`src/rtl/lapf_pkg.sv`:
```
// shared types and constants for the 3x3 laplacian rgb edge filter
package lapf_pkg;

   localparam int MAX_WIDTH    = 2048;
   localparam int COL_WIDTH    = $clog2(MAX_WIDTH);
   localparam int ROW_WIDTH    = 12;
   localparam int SIZE_WIDTH   = 12;
   localparam int CSR_IDX_WIDTH = 2;

   localparam logic [SIZE_WIDTH-1:0] WIDTH_RESET  = SIZE_WIDTH'(640);
   localparam logic [SIZE_WIDTH-1:0] HEIGHT_RESET = SIZE_WIDTH'(480);
   localparam logic [SIZE_WIDTH-1:0] SIZE_MIN     = SIZE_WIDTH'(3);
   localparam logic [SIZE_WIDTH-1:0] WIDTH_MAX    = SIZE_WIDTH'(MAX_WIDTH);

   typedef logic [CSR_IDX_WIDTH-1:0] csr_index_type;
   localparam csr_index_type CSR_IMAGE_WIDTH  = csr_index_type'(0);
   localparam csr_index_type CSR_IMAGE_HEIGHT = csr_index_type'(1);

   typedef struct packed {
      logic [7:0] red;
      logic [7:0] green;
      logic [7:0] blue;
   } pixel_type;

   localparam int PIXEL_WIDTH = $bits(pixel_type);

   typedef struct packed {
      logic [7:0] red_in;
      logic [7:0] green_in;
      logic [7:0] blue_in;
      logic       frame_start;
   } req_payload_type;

   typedef struct packed {
      logic [ROW_WIDTH-1:0] out_row;
      logic [COL_WIDTH-1:0] out_col;
      logic [7:0]           red_out;
      logic [7:0]           green_out;
      logic [7:0]           blue_out;
      logic                 frame_done;
   } rsp_payload_type;

endpackage

```
`src/rtl/lapf_kernel.sv`:
```
// 3x3 laplacian kernel: 8 * center minus the eight neighbours, per channel, mod 256
module lapf_kernel (
   input  lapf_pkg::pixel_type [8:0] win,
   output lapf_pkg::pixel_type       result
);
   import lapf_pkg::*;

   logic [7:0] sum_r;
   logic [7:0] sum_g;
   logic [7:0] sum_b;

   // neighbour sums wrap at 8 bits, which is all the low byte needs
   always_comb begin
      sum_r = '0;
      sum_g = '0;
      sum_b = '0;
      for (int k = 0; k < 9; k++) begin
         if (k != 4) begin
            sum_r = sum_r + win[k].red;
            sum_g = sum_g + win[k].green;
            sum_b = sum_b + win[k].blue;
         end
      end
      result.red   = {win[4].red[4:0], 3'b000}   - sum_r;
      result.green = {win[4].green[4:0], 3'b000} - sum_g;
      result.blue  = {win[4].blue[4:0], 3'b000}  - sum_b;
   end

endmodule

```
`config.mk`:
```
export PLATFORM = sky130hd
export DESIGN_NAME = lapf_kernel
export DESIGN_NICKNAME = d
export VERILOG_FILES = /design/src/rtl/lapf_pkg.sv /design/src/rtl/lapf_kernel.sv
export SDC_FILE = /design/constraint.sdc
export NUM_CORES = 1
export LEC_CHECK = 0
export BUFFER_PORTS_ARGS = -buffer_cell sky130_fd_sc_hd__buf_2
export CORE_MARGIN = 2
export CORE_UTILIZATION = 40
export DETAILED_ROUTE_END_ITERATION = 8
export PLACE_DENSITY = 0.73
export SYNTH_ARGS = -nofsm -noshare
export SYNTH_HDL_FRONTEND = slang
export SYNTH_SLANG_ARGS = --single-unit
```
`constraint.sdc`:
```
create_clock -name vclk -period 3.6
set_input_delay 0.18 -clock vclk [all_inputs]
set_output_delay 0.18 -clock vclk [all_outputs]
set_load 0.02 [all_outputs]
```
* Word level (Yosys, flattened, before mapping)
Index checks and enable logic that the tools add are counted.
Widths: inputs -> output; s select.
** Word-level totals
- Flip-flop bits (word level) :: 0
- Bits in latches :: 0
- RAM bits :: 0
- ROM bits :: 0
- Input port bits :: 216
- Output and inout bits :: 24
- Logic and storage cells :: 24
- Memories :: 0
** Cells by class
- Add/sub/neg operators :: 24
- Multipliers :: 0
- Divide/modulo/power cells :: 0
- $lt $le $gt $ge :: 0
- Equality and inequality tests :: 0
- Shift operators :: 0
- Multiplexer cells :: 0
- Bitwise logic cells :: 0
- Reductions and logical operators :: 0
** Operator list (number)
- $add 8x8->8 :: 21
- $sub 8x8->8 :: 3

* Longest topological paths before layout
- Depth after elaboration :: 8
- Gate-level depth with buffers :: 15

* Worst setup path before layout
Ideal clock, no wire load.
- Path kind :: input-to-output
- From :: input port win[138] (netlist bit)
- To :: output port result[22] (netlist bit)
- Data arrival time :: 3.843 ns
- Required time :: 3.420 ns
- Slack :: -0.423 ns
- Stages :: 13
- Buffers on the path :: 0
- Cell sequence :: fa_1 > inv_1 > fa_1 > fa_1 > inv_1 > fa_1 > inv_1 > ha_1 > o21a_1 > o21ai_2 > a21boi_1 > nor2_1 > o311ai_0
** RTL lines
- from (decl) :: RTL line lapf_kernel.sv:3 : input lapf_pkg::pixel_type [8:0] win,
- to (decl) :: RTL line lapf_kernel.sv:4 : output lapf_pkg::pixel_type result

==> results.json <==
{
  "critPathRequiredTime_ns": 3.42,
  "grt_first_pass_wirelength_mm": 17.6,
  "max_freq_mhz": 255,
  "cp-end-kind": "primary output",
  "crit_path_start_kind": "primary input",
  "whs_path_depth": 4,
  "min_path_type": "primary input to primary output",
  "violations": "negative setup slack",
  "rsz0062_at_grt": "true",
  "drv_slew": 0,
  "synthesis.area_um2": 5110,
  "hpwl_mm": 10.3,
  "max-cap-violations": 0,
  "crit_fanout": 3,
  "fin_ws_ns": -0.329,
  "grt_overflow": 0,
  "hold_end": "result[1]",
  "critical_path_arrival_ns": 3.75,
  "seq_area_frac_synth": 0,
  "dr_total_vias": 4334,
  "syn_inst": 574,
  "vias_per_cell": 4.22,
  "antennaDiodeCount": 0,
  "grt_max_degree": 11,
  "dr.pass1.iters": 4,
  "seq_cells": 0,
  "synth_cell_type_count": 35,
  "hold_violations": 0,
  "layout.nets": 1244,
  "grt_pass1_vias": 4382,
  "postRouteAntennaNets": 0,
  "grt_use_total": 0.157,
  "die_area_um2": 13700,
  "globalplace.congestion": 0.801,
  "tightest_slew_ns": 0.285,
  "antenna_found_initial": 0,
  "portBuffers": 231,
  "synth_nets": 961,
  "drc": 0,
  "drive_gt1_frac": 0.422,
  "die_y_um": 117,
  "synth_top_area_share": 0.494,
  "relSlewSlack": 0.809,
  "final-seq-area_um2": 0,
  "finalCritPeriodShare": 1.09,
  "synth_top_cell_by_area": "fa_1",
  "synth.area.top_cells": "fa_1 49%, inv_1 18%, ha_1 11%",
  "yosys_warnings": 0,
  "fp-row-count": 41,
  "coreArea_um2": 12600,
  "final_core_util": 0.580,
  "synth_area_per_cell_um2": 8.90,
  "ios": 240,
  "totalWireLength_mm": 10.8,
  "outcome": "finished, violations left",
  "crit_start": "win[126]",
  "critical_path_class": "primary input to primary output",
  "clock_buffers": 0,
  "finalSetupViolations": 11,
  "min_period_ns": 3.93,
  "hold_start": "win[96]",
  "start_util": 0.407,
  "area_delta_synth_final_pct": 42.7,
  "drt_iter0_drc": 67,
  "wl_per_cell_um": 10.5,
  "die_w_um": 117
}
layout make-up:
cell class,count,area (um2)
fillers,1129,5270
multi-input cells,329,4490
repair buffers,281,1670
inverters,245,920
well taps,172,215
worst max path at each step:
stage / to / slack [ns] / cells after the start
detailed placement: result[6] / -0.46 / 15
global route: result[7] / -0.47 / 16
finish: result[6] / -0.33 / 14
floorplan: result[6] / -0.1 / 13
CTS: result[6] / -0.38 / 15
global placement: result[6] / -0.44 / 15
stage by stage:
step | hold WS, ns | instance area (um2) | setup slack, ns | std cells | TNS, ns
finish | 0.849 | 7300 | -0.329 | 1027 | -2.16
floorplan | 0.484 | 5240 | -0.0967 | 574 | -0.235
CTS | 0.850 | 7160 | -0.377 | 1023 | -1.96
global route | 0.887 | 7300 | -0.466 | 1027 | -3.83
detailed placement | 0.850 | 6930 | -0.458 | 1020 | -3.23
global placement | 0.848 | 6930 | -0.440 | 1020 | -3.01
layout by cell type, fill, tap and decap left out, types with 4 or more instances in the layout:
cell	instances
inv_1	219
buf_2	208
fa_1	123
buf_4	52
xnor2_1	45
ha_1	35
inv_2	26
buf_6	21
nor2_1	13
xor2_1	11
o21a_1	10
nand2_1	9
ha_4	9
o21ai_2	8
nor3_1	7
a21oi_2	6
a21oi_1	5
nor2_2	4
a21o_1	4
xnor2_2	4
cell usage after synthesis:
master and n:
a21o_2 1, nor2b_1 2, a21oi_2 1, nor4b_1 1
a21boi_1 2, o21ai_0 9, or4b_1 1, nor2_1 20
ha_1 45, or4_1 2, nand4b_1 1, mux2i_1 1
mux2_2 2, or2_2 2, or3_1 1, a21oi_1 10
a21o_1 4, nor3_1 7, nand3_1 1, o311ai_0 1
nand3b_1 1, o21a_1 10, a2111o_1 1, a21boi_0 1
inv_1 245, nor4bb_1 1, xor2_1 11, o311ai_1 1
nand2b_1 1, a311o_1 1, o21ai_1 1, o21ai_2 2
nand2_1 9, xnor2_1 49, fa_1 126
critical path, stage by stage:
cell      delay (ns)
buf_2           0.11
fa_1            0.53
inv_1           0.05
fa_1            0.52
inv_1           0.05
fa_1            0.47
fa_1            0.50
inv_1           0.04
ha_1            0.30
inv_1           0.06
buf_4           0.14
or4_4           0.54
o311ai_4        0.10
buf_6           0.16
cells by family after synthesis:
group,after synthesis,share of synthesized area
buffers and inverters,245,0.180
adder cells (fa/ha/maj),171,0.604
XOR/XNOR,60,0.103
AND/OR/NAND/NOR,50,0.0482
AO/OA/AOI/OAI,45,0.0590
multiplexers,3,0.00636
per-layer routing:
| layer | global-route usage | wire length [um] | vias up | share of wire |
|---|---|---|---|---|
| met4 | 0.00863 | 72 | 0 | 0.0067 |
| met2 | 0.319 | 6310 | 102 | 0.58 |
| met1 | 0.186 | 3960 | 2065 | 0.37 |
| met3 | 0.0139 | 463 | 6 | 0.043 |
| met5 | 0 | 0 | - | 0 |
| li1 | - | - | 2161 | - |
repair_timing:
item,4_1_cts,5_1_grt
gates cloned,0,0
hold buffers,0,0
endpoints found under the setup margin,14,15
buffers inserted,3,5
resized for setup,66,37
pin swaps,22,30
Power is left out: the tool's default activity adds up to more than one toggle a clock period on the data nets, which glitch-free logic cannot reach.
