`config.mk`:
```
export PLATFORM = sky130hd
export DESIGN_NAME = lapf_ram
export DESIGN_NICKNAME = d
export VERILOG_FILES = /design/src/rtl/lapf_ram.sv
export SDC_FILE = /design/constraint.sdc
export NUM_CORES = 1
export LEC_CHECK = 0
export CAP_MARGIN = 20
export CELL_PAD_IN_SITES_DETAIL_PLACEMENT = 1
export CELL_PAD_IN_SITES_GLOBAL_PLACEMENT = 1
export CORE_MARGIN = 5
export CORE_UTILIZATION = 47
export CTS_CLUSTER_DIAMETER = 50
export DETAILED_ROUTE_END_ITERATION = 7
export DONT_BUFFER_PORTS = 1
export GPL_ROUTABILITY_DRIVEN = 0
export GPL_TIMING_DRIVEN = 0
export PLACE_DENSITY_LB_ADDON = 0.1
export SYNTH_ARGS = -nofsm -noshare
export SYNTH_HDL_FRONTEND = slang
export SYNTH_SLANG_ARGS = --single-unit
```
`constraint.sdc`:
```
create_clock -name clock -period 4 [get_ports clock]
set_input_delay 0.4 -clock clock [delete_from_list [all_inputs] [get_ports clock]]
set_output_delay 0.4 -clock clock [all_outputs]
set_load 0.05 [all_outputs]
```
`src/rtl/lapf_ram.sv`:
```
// generic single-write, single-read ram with registered read data
module lapf_ram #(
   parameter int WIDTH = 8,
   parameter int DEPTH = 16
) (
   input  logic                     clock,
   input  logic                     wr_en,
   input  logic [$clog2(DEPTH)-1:0] wr_addr,
   input  logic [WIDTH-1:0]         wr_data,
   input  logic                     rd_en,
   input  logic [$clog2(DEPTH)-1:0] rd_addr,
   output logic [WIDTH-1:0]         rd_data
);

   logic [WIDTH-1:0] mem_ff [DEPTH];
   logic [WIDTH-1:0] rd_data_ff;

   always_ff @(posedge clock) begin
      if (wr_en) begin
         mem_ff[wr_addr] <= wr_data;
      end
      if (rd_en) begin
         rd_data_ff <= mem_ff[rd_addr];
      end
   end

   assign rd_data = rd_data_ff;

endmodule

```
# Word level (Yosys, flattened, before mapping)
# Memory sizes are Yosys's and may differ from the RTL's. A register that Yosys moved wholly into a read port is not among the register bits.
# Index checks and enable logic that the tools add are counted.
[word_totals]
register_bits = 0
memories = 1
elab_cells = 3
ramBits = 128
in_bits = 19
output_inout_bits = 8
[op_classes]
muxes = 2
[memory_table]
columns = ["name", "words", "word_bits", "rd", "rd_clocked_by_memory_dff", "write_ports", "line_no", "text"]
rows = [
  ["mem_ff", 16, 8, 1, 1, 1, "15", "logic [WIDTH-1:0] mem_ff [DEPTH];"],
]
[ops]
columns = ["op", "count"]
rows = [
  ["$mux 1", 2],
]

# Longest topological paths before layout
# Gate-level depths: netlist of run 1.
[depth]
depth_word = 2
ltp_mapped = 5
depth_no_buf = 3

# Worst setup path after synthesis of run 1
# Ideal clock, no wire load.
[synth_timing]
kind = "input -> register"
start = "input port wr_addr[2]"
end = "memory mem_ff[0][0], enable pin"
required_time_ns = 3.617
setup_ns = 0.383
slack_ns = 2.107
arrival_time_ns = 1.510
path_buffers = 0
stages = 2
path_cell_list = "or3b_2 -> nor3_1"
[synth_lines]
columns = ["element", "line_no", "text"]
rows = [
  ["start: declaration", "8", "input logic [$clog2(DEPTH)-1:0] wr_addr,"],
  ["end: declaration", "15", ""],
]
# No word-level cell before the write port.

==> results.md, run 1 <==
- FILL cells: 905
- Distinct cells, synth: 18
- Vias in the first global route: 2,505
- Multi-input gate area in the final layout: 1060 µm²
- Critical Path RT: 4270 ps
- R2R depth: 3
- Wirelength per Cell: 25.9 µm
- Clock tree buffer depth: 2
- Slew Viols, Final: 0
- Switch Pwr: 685 µW
- Status: complete, no violations
- Post-synth top flop: edfxtp_1
- Pre-antenna DRT Iters: 4
- Total I/O pin count: 27
- Met1 usage: 0.253
- Via count: 2,381
- Slowest cell delay on critical path: 570 ps
- Min Tclk post-route: 1570 ps
- R2r setup slk: 2430 ps
- Final setup margin: 2430 ps
- Critical path's top delay family: multiplexers
- Startpoint types: flop
- P_int: 2600 µW
- Clock power share: 0.459
- Post-synthesis cell count: 229
- CTS tree: yes
- DIE HEIGHT: 115 µm
- DP HPWL: 6.75 mm
- Register area share after synthesis: 0.781
- Sw Ratio: 0.208
- Synth area leaders: edfxtp_1, mux4_2, mux4_1
- Met3 Resource Use GR: 0.0491
- Die Span X: 115 µm
- YS warnings: 0
- Top Usage Layer GRT: met2
- All-Layer GR Usage: 0.179
- Peak supply drop: 247 µV
- Largest net degree at the start of global routing: 17
- Max FO, Critical Path: 1
- RSZ-0062 raised after global routing: false
- Clock transition at the registers of the reported paths: 60 ps
- Clock buffer count from CTS: 17
- Post-synth top cells: edfxtp_1, mux4_2, a22oi_1, mux4_1, nor2_1
- Worst reg2reg path endpoint: rd_data[1]
- Placement Rows: 38
- Post-route ant nets: 0
- Maxcap violations: 0
- WL final: 10.8 mm
- Pleak: 0.00199 µW
- CP bufs+invs: 0
- Syn_area_per_cell: 22.8 µm²
- Critical path origin: mem_ff[4][1]
- Hold worst-path end: mem_ff[4][5]
- Power density over the cells: 540 nW/µm²
- Setup violations, final: 0
- Min-delay src: wr_addr[0]
- Count leader, synth: edfxtp_1
- Mapped Area: 5230 µm²
- Core area: 10,900 µm²
- M2 GR Usage: 0.267
- Clk Latency, worst-skew pair: 530 ps
- CP cell instances: mux4_1 > a22oi_1 > nand2_1
- H-tree Lvls: 4
- Share of the synthesized area in the top cell type: 0.781
- Clock Root Buffer: clkbuf_8
- Worst path slowest cell: mux4_1
- Post-CTS resize count: 0
- Initial core utilization: 0.480
- Design area: 6090 µm²
- Port bufs: 0
- Max Clock Skew: 9.73 ps
- Max Clk Rate: 637 MHz
- Flip-flop and latch count after synthesis: 136
- Via/cell ratio: 5.74
- Initial detailed-routing violation count: 112
- WP depth: 3
- Async SR Flop Fraction: 0
- Gate power share: 0.043
- Mapped Nets: 248
- Die area: 13,300 µm²
- DP Area: 5430 µm²
- R2r startpoint: mem_ff[4][1]
- Rel. slew slack: 0.435
- CP endpoint kind: flop
- Hold Crit Class: in -> reg
- DRC Markers: 0
- Worst Tran Pin Value: 844 ps
- CTS sink count: 136
- Final Net Count: 280
- Flop pwr share: 0.498
- Synth-to-Final Area Change: 16.6%
- Hold Path Depth: 1
- Number of synthesized flops with an enable pin: 136
- TNS Setup: 0 ps
- Final period util: 0.392
- Gr ovfl total: 0
- Flip-flop and latch area: 4080 µm²
- Critical path class: reg -> reg
- Share of layout cells above drive strength 1: 0.226
- Yosys top cell by area: edfxtp_1
- Pre-CTS worst setup slack: 1960 ps
- Final Hold Fails: 0
- WP data arrival: 1840 ps
- Initial antenna violation count: 1
- First-pass GRT wire length: 16.2 mm
layout by cell type, fill, tap and decap left out, drive strengths merged:
cell type / count
inv: 1
and2b: 1
a22oi: 16
or3b: 1
nand3: 1
nor2: 13
diode: 1
nor3: 4
edfxtp: 136
clkinvlp: 2
and2: 1
dlygate4sd3: 9
nor2b: 1
clkbuf: 17
buf: 11
bufinv: 3
clkdlybuf4s25: 3
mux4: 32
nand2: 9
nand2b: 2
clkinv: 9
nand3b: 2
routing by layer:
metal | up-vias | routed length [µm]
li1 | 1042 | -
met1 | 1260 | 4880
met2 | 67 | 5210
met3 | 12 | 546
met4 | 0 | 119
met5 | - | 0
metrics by stage:
step	cells	hold WS (ps)	utilization	power [µW]
2_1_floorplan	229	499	-	1750
3_3_place_gp	369	500	0.496	1780
3_5_place_dp	373	500	0.499	1780
4_1_cts	414	90.0	0.559	3320
5_1_grt	415	89.2	0.560	3400
6_report	415	112	0.560	3290
power groups by stage:
| stage | logic (µW) | clock network [µW] | registers [µW] |
|---|---|---|---|
| after global routing | 152 | 1600 | 1640 |
| after global placement | 111 | 0 | 1670 |
| final | 141 | 1510 | 1640 |
| after detailed placement | 113 | 0 | 1670 |
| after floorplan | 81.0 | 0 | 1670 |
| after CTS | 143 | 1530 | 1640 |
layout make-up:
cell class,count,area share
sequential,136,0.670
multi-input combinational,83,0.174
clock buffer,17,0.0680
tap,140,0.0287
clock inverter,15,0.0261
timing repair buffer,13,0.0189
buffer,10,0.0142
antenna,1,0.000411
logic make-up after synthesis:
logic type      share of synthesized area
simple gates                       0.0314
flops                               0.781
buf+inv                            0.0165
compound gates                     0.0230
mux                                 0.148
flip-flops by register name (all words and copies together) (netlist names):
signal   count
mem_ff     128
rd_data      8
worst reg2reg max path, delay by kind of cell, from the launching register on:
kind             cells  cell delay (ps)
multiplexers         1              570
flip-flops           1              380
AO/OA/AOI/OAI        1              280
AND/OR/NAND/NOR      1               90
repair_timing:
item                       4_1_cts  5_1_grt
setup endpoints to repair        0        0
setup buffers                    0        0
hold buffers                     9        0
hold endpoints to repair       136        0
worst max path at each step:
stage / slack, ps / to
floorplan: 2110 / mem_ff[0][0]
global placement: 1610 / mem_ff[0][7]
detailed placement: 1960 / mem_ff[1][7]
CTS: 2400 / rd_data[1]
global route: 2380 / rd_data[1]
finish: 2430 / rd_data[1]
Note: power is estimated with default switching activity, not from simulation.
==> run 2: changes to the inputs <==
--- a/config.mk
+++ b/config.mk
@@ -5,6 +5,7 @@
 export SDC_FILE = /design/constraint.sdc
 export NUM_CORES = 1
 export LEC_CHECK = 0
+export ABC_AREA = 1
 export CAP_MARGIN = 20
 export CELL_PAD_IN_SITES_DETAIL_PLACEMENT = 1
 export CELL_PAD_IN_SITES_GLOBAL_PLACEMENT = 1
==> constraint.sdc (replaced) <==
create_clock -name clock -period 1.45 [get_ports clock]
set_input_delay 0.145 -clock clock [delete_from_list [all_inputs] [get_ports clock]]
set_output_delay 0.145 -clock clock [all_outputs]
set_load 0.05 [all_outputs]
==> run 2 against run 1 <==
Critical path depth fell by 3. Core utilization decreased by 0.42 points. Die area up 11%. Clock-buffer cell count stayed put. Synthesized area up 12%. Clock power rose to 2.8 times the previous value. Via count increased by 62%. Total power increased to 2.8 times the previous value. Sequential share of layout area is 6.3 points lower. Setup slack worse by 2200 ps. Global-route usage is 4.6 points higher. Highest routed layer unchanged. Synthesized cell count rose by 140%.
==> results.md, run 2 <==
- WL final: 15.5 mm (+44%)
- Pleak: 0.00284 µW (+42%)
- FILL cells: 1,304 (+44%)
- Rel. slew slack: 0.338 (-0.0967)
- Clock transition at the registers of the reported paths: 60 ps (about the same)
- Critical Path RT: 1310 ps (-2960 ps)
- Post-CTS setup buffer count: 0 (unchanged)
- Clock buffer count from CTS: 17 (unchanged)
- Post-CTS resize count: 0 (unchanged)
- Synth area leaders: edfxtp_1, nand2_1, nand3_1
- Number of diodes: 0 (-1)
- R2r startpoint: mem_ff[0][4]
- Synth-to-Final Area Change: 15.1%
- Clock tree buffer depth: 2 (unchanged)
- Design area: 6730 µm² (+10%)
- DP Area: 6060 µm² (+12%)
- Mapped Nets: 570 (+130%)
- Pre-antenna DRT Iters: 5 (+1)
- Post-route ant nets: 0 (unchanged)
- Initial core utilization: 0.483 (+0.00263)
- Die Span X: 122 µm (+5.3%)
- Largest Register: mem_ff
- Setup violations, final: 0 (unchanged)
- Slew Viols, Final: 0 (unchanged)
- Share of layout cells above drive strength 1: 0.0963 (-0.130)
- Initial detailed-routing violation count: 329 (+190%)
- Syn_area_per_cell: 10.6 µm² (-54%)
- Max Clock Skew: 5.50 ps (-4.23 ps)
- Clk Latency, worst-skew pair: 430 ps (-100 ps)
- Final Net Count: 598 (+110%)
- DIE HEIGHT: 122 µm (+5.3%)
- CTS tree: yes
- Port bufs: 0 (unchanged)
- Via count: 3,851 (+62%)
- Post-synthesis cell count: 551 (+140%)
- Count leader, synth: nand2_1
- Max Clk Rate: 832 MHz
- Yosys top cell by area: edfxtp_1
- Largest net degree at the start of global routing: 17 (unchanged)
- Commonest cells after routing, fill and taps aside: nand2_1, edfxtp_1, inv_1, nand3_1
- H-tree Lvls: 4 (unchanged)
- Max FFs per register: 128 (unchanged)
- Power density over the cells: 1380 nW/µm² (+160%)
- First-pass GRT wire length: 23.5 mm (+45%)
- Status: complete, no violations
- Via/cell ratio: 5.07 (-12%)
- Min-delay src: wr_en
- YS warnings: 0 (unchanged)
- Peak supply drop: 920 µV (+270%)
- CP endpoint kind: output pin
- DP HPWL: 10.2 mm (+52%)
- DRC Markers: 0 (unchanged)
- Flip-flop and latch count after synthesis: 136 (unchanged)
- Min Tclk post-route: 1200 ps
- Clock Root Buffer: clkbuf_16
- Total power: 9290 µW (+180%)
- Final Hold Fails: 0 (unchanged)
- Max FO, Critical Path: 1 (unchanged)
- Distinct cells, synth: 11 (-7)
- Async SR Flop Fraction: 0 (unchanged)
- Gr ovfl total: 0 (unchanged)
- Startpoint types: flop
- Vias in the first global route: 3,958 (+58%)
- Register area share after synthesis: 0.698 (-0.0828)
- WP data arrival: 1060 ps (-780 ps)
- Final period util: 0.829
- Number of synthesized flops with an enable pin: 136 (unchanged)
- RSZ-0062 raised after global routing: false
- Share of the synthesized area in the top cell type: 0.698 (-0.0828)
- Die area: 14,800 µm² (+11%)
- Initial antenna violation count: 0 (-1)
- Post-synth top cells: nand2_1, edfxtp_1, inv_1, nand3_1, nor2_1
- All-Layer GR Usage: 0.225 (+0.0458)
- Total I/O pin count: 27 (unchanged)
- Core area: 12,100 µm² (+11%)
- Worst Tran Pin Value: 989 ps (+144 ps)
- Hold Crit Class: in -> reg
- Placement Rows: 40 (+5.3%)
- Commonest non-fill, non-tap cell in the layout: nand2_1
- Post-synth top flop: edfxtp_1
- Maxcap violations: 0 (unchanged)
- Mapped Area: 5850 µm² (+12%)
- Flip-flop and latch area: 4080 µm² (unchanged)
- Multi-input gate area in the final layout: 1210 µm² (+15%)
- TNS Setup: 0 ps (unchanged)
- Wirelength per Cell: 20.4 µm (-21%)
- Critical path class: reg -> out
- Critical path origin: rd_data[3]
- CTS sink count: 136 (unchanged)
run 2: area by class of cell:
cell class / instances / area share
Sequential cell: 136 / 0.607
Multi-Input combinational cell: 289 / 0.180
Clock buffer: 17 / 0.0632
Inverter: 102 / 0.0569
Tap cell: 168 / 0.0312
Buffer: 24 / 0.0247
Clock inverter: 15 / 0.0231
Timing Repair Buffer: 9 / 0.0134
run 2: cells by family after synthesis:
kind of cell | Yosys count | share of synthesized area
buf+inv | 126 | 0.0939
flops | 136 | 0.698
simple gates | 289 | 0.208
run 2: timing repair:
action / 4_1_cts / 5_1_grt
endpoints found under the setup margin: 0 / 0
hold buffers: 9 / 0
endpoints found under the hold margin: 136 / 0
run 2: stage by stage:
| step | hold WS (ps) | instances | utilization | setup slack, ps |
|---|---|---|---|---|
| 2_1_floorplan | 244 | 551 | - | 354 |
| 3_3_place_gp | 245 | 719 | 0.500 | -83.9 |
| 3_5_place_dp | 245 | 719 | 0.500 | -83.4 |
| 4_1_cts | 207 | 760 | 0.555 | 227 |
| 5_1_grt | 243 | 760 | 0.555 | 193 |
| 6_report | 219 | 760 | 0.555 | 248 |
run 2: routing by layer:
layer / global-route usage / up-vias / share of wire
met5: 0 / - / 0
met4: 0.0700 / 0 / 0.013
met3: 0.0539 / 16 / 0.046
met2: 0.362 / 106 / 0.48
met1: 0.305 / 1890 / 0.46
li1: - / 1839 / -
run 2: final timing paths:
path,to,slack [ps],depth (start not counted)
min,mem_ff[2][7],220,2
min reg2reg,rd_data[5],820,6
max reg2reg,rd_data[4],260,6
max,rd_data[3],250,0
run 2: power by group:
group          internal (µW)  leakage (µW)  switching [µW]
registers               4430       0.00124            90.4
clock network           2520      0.000267            1680
logic                    155       0.00134             407
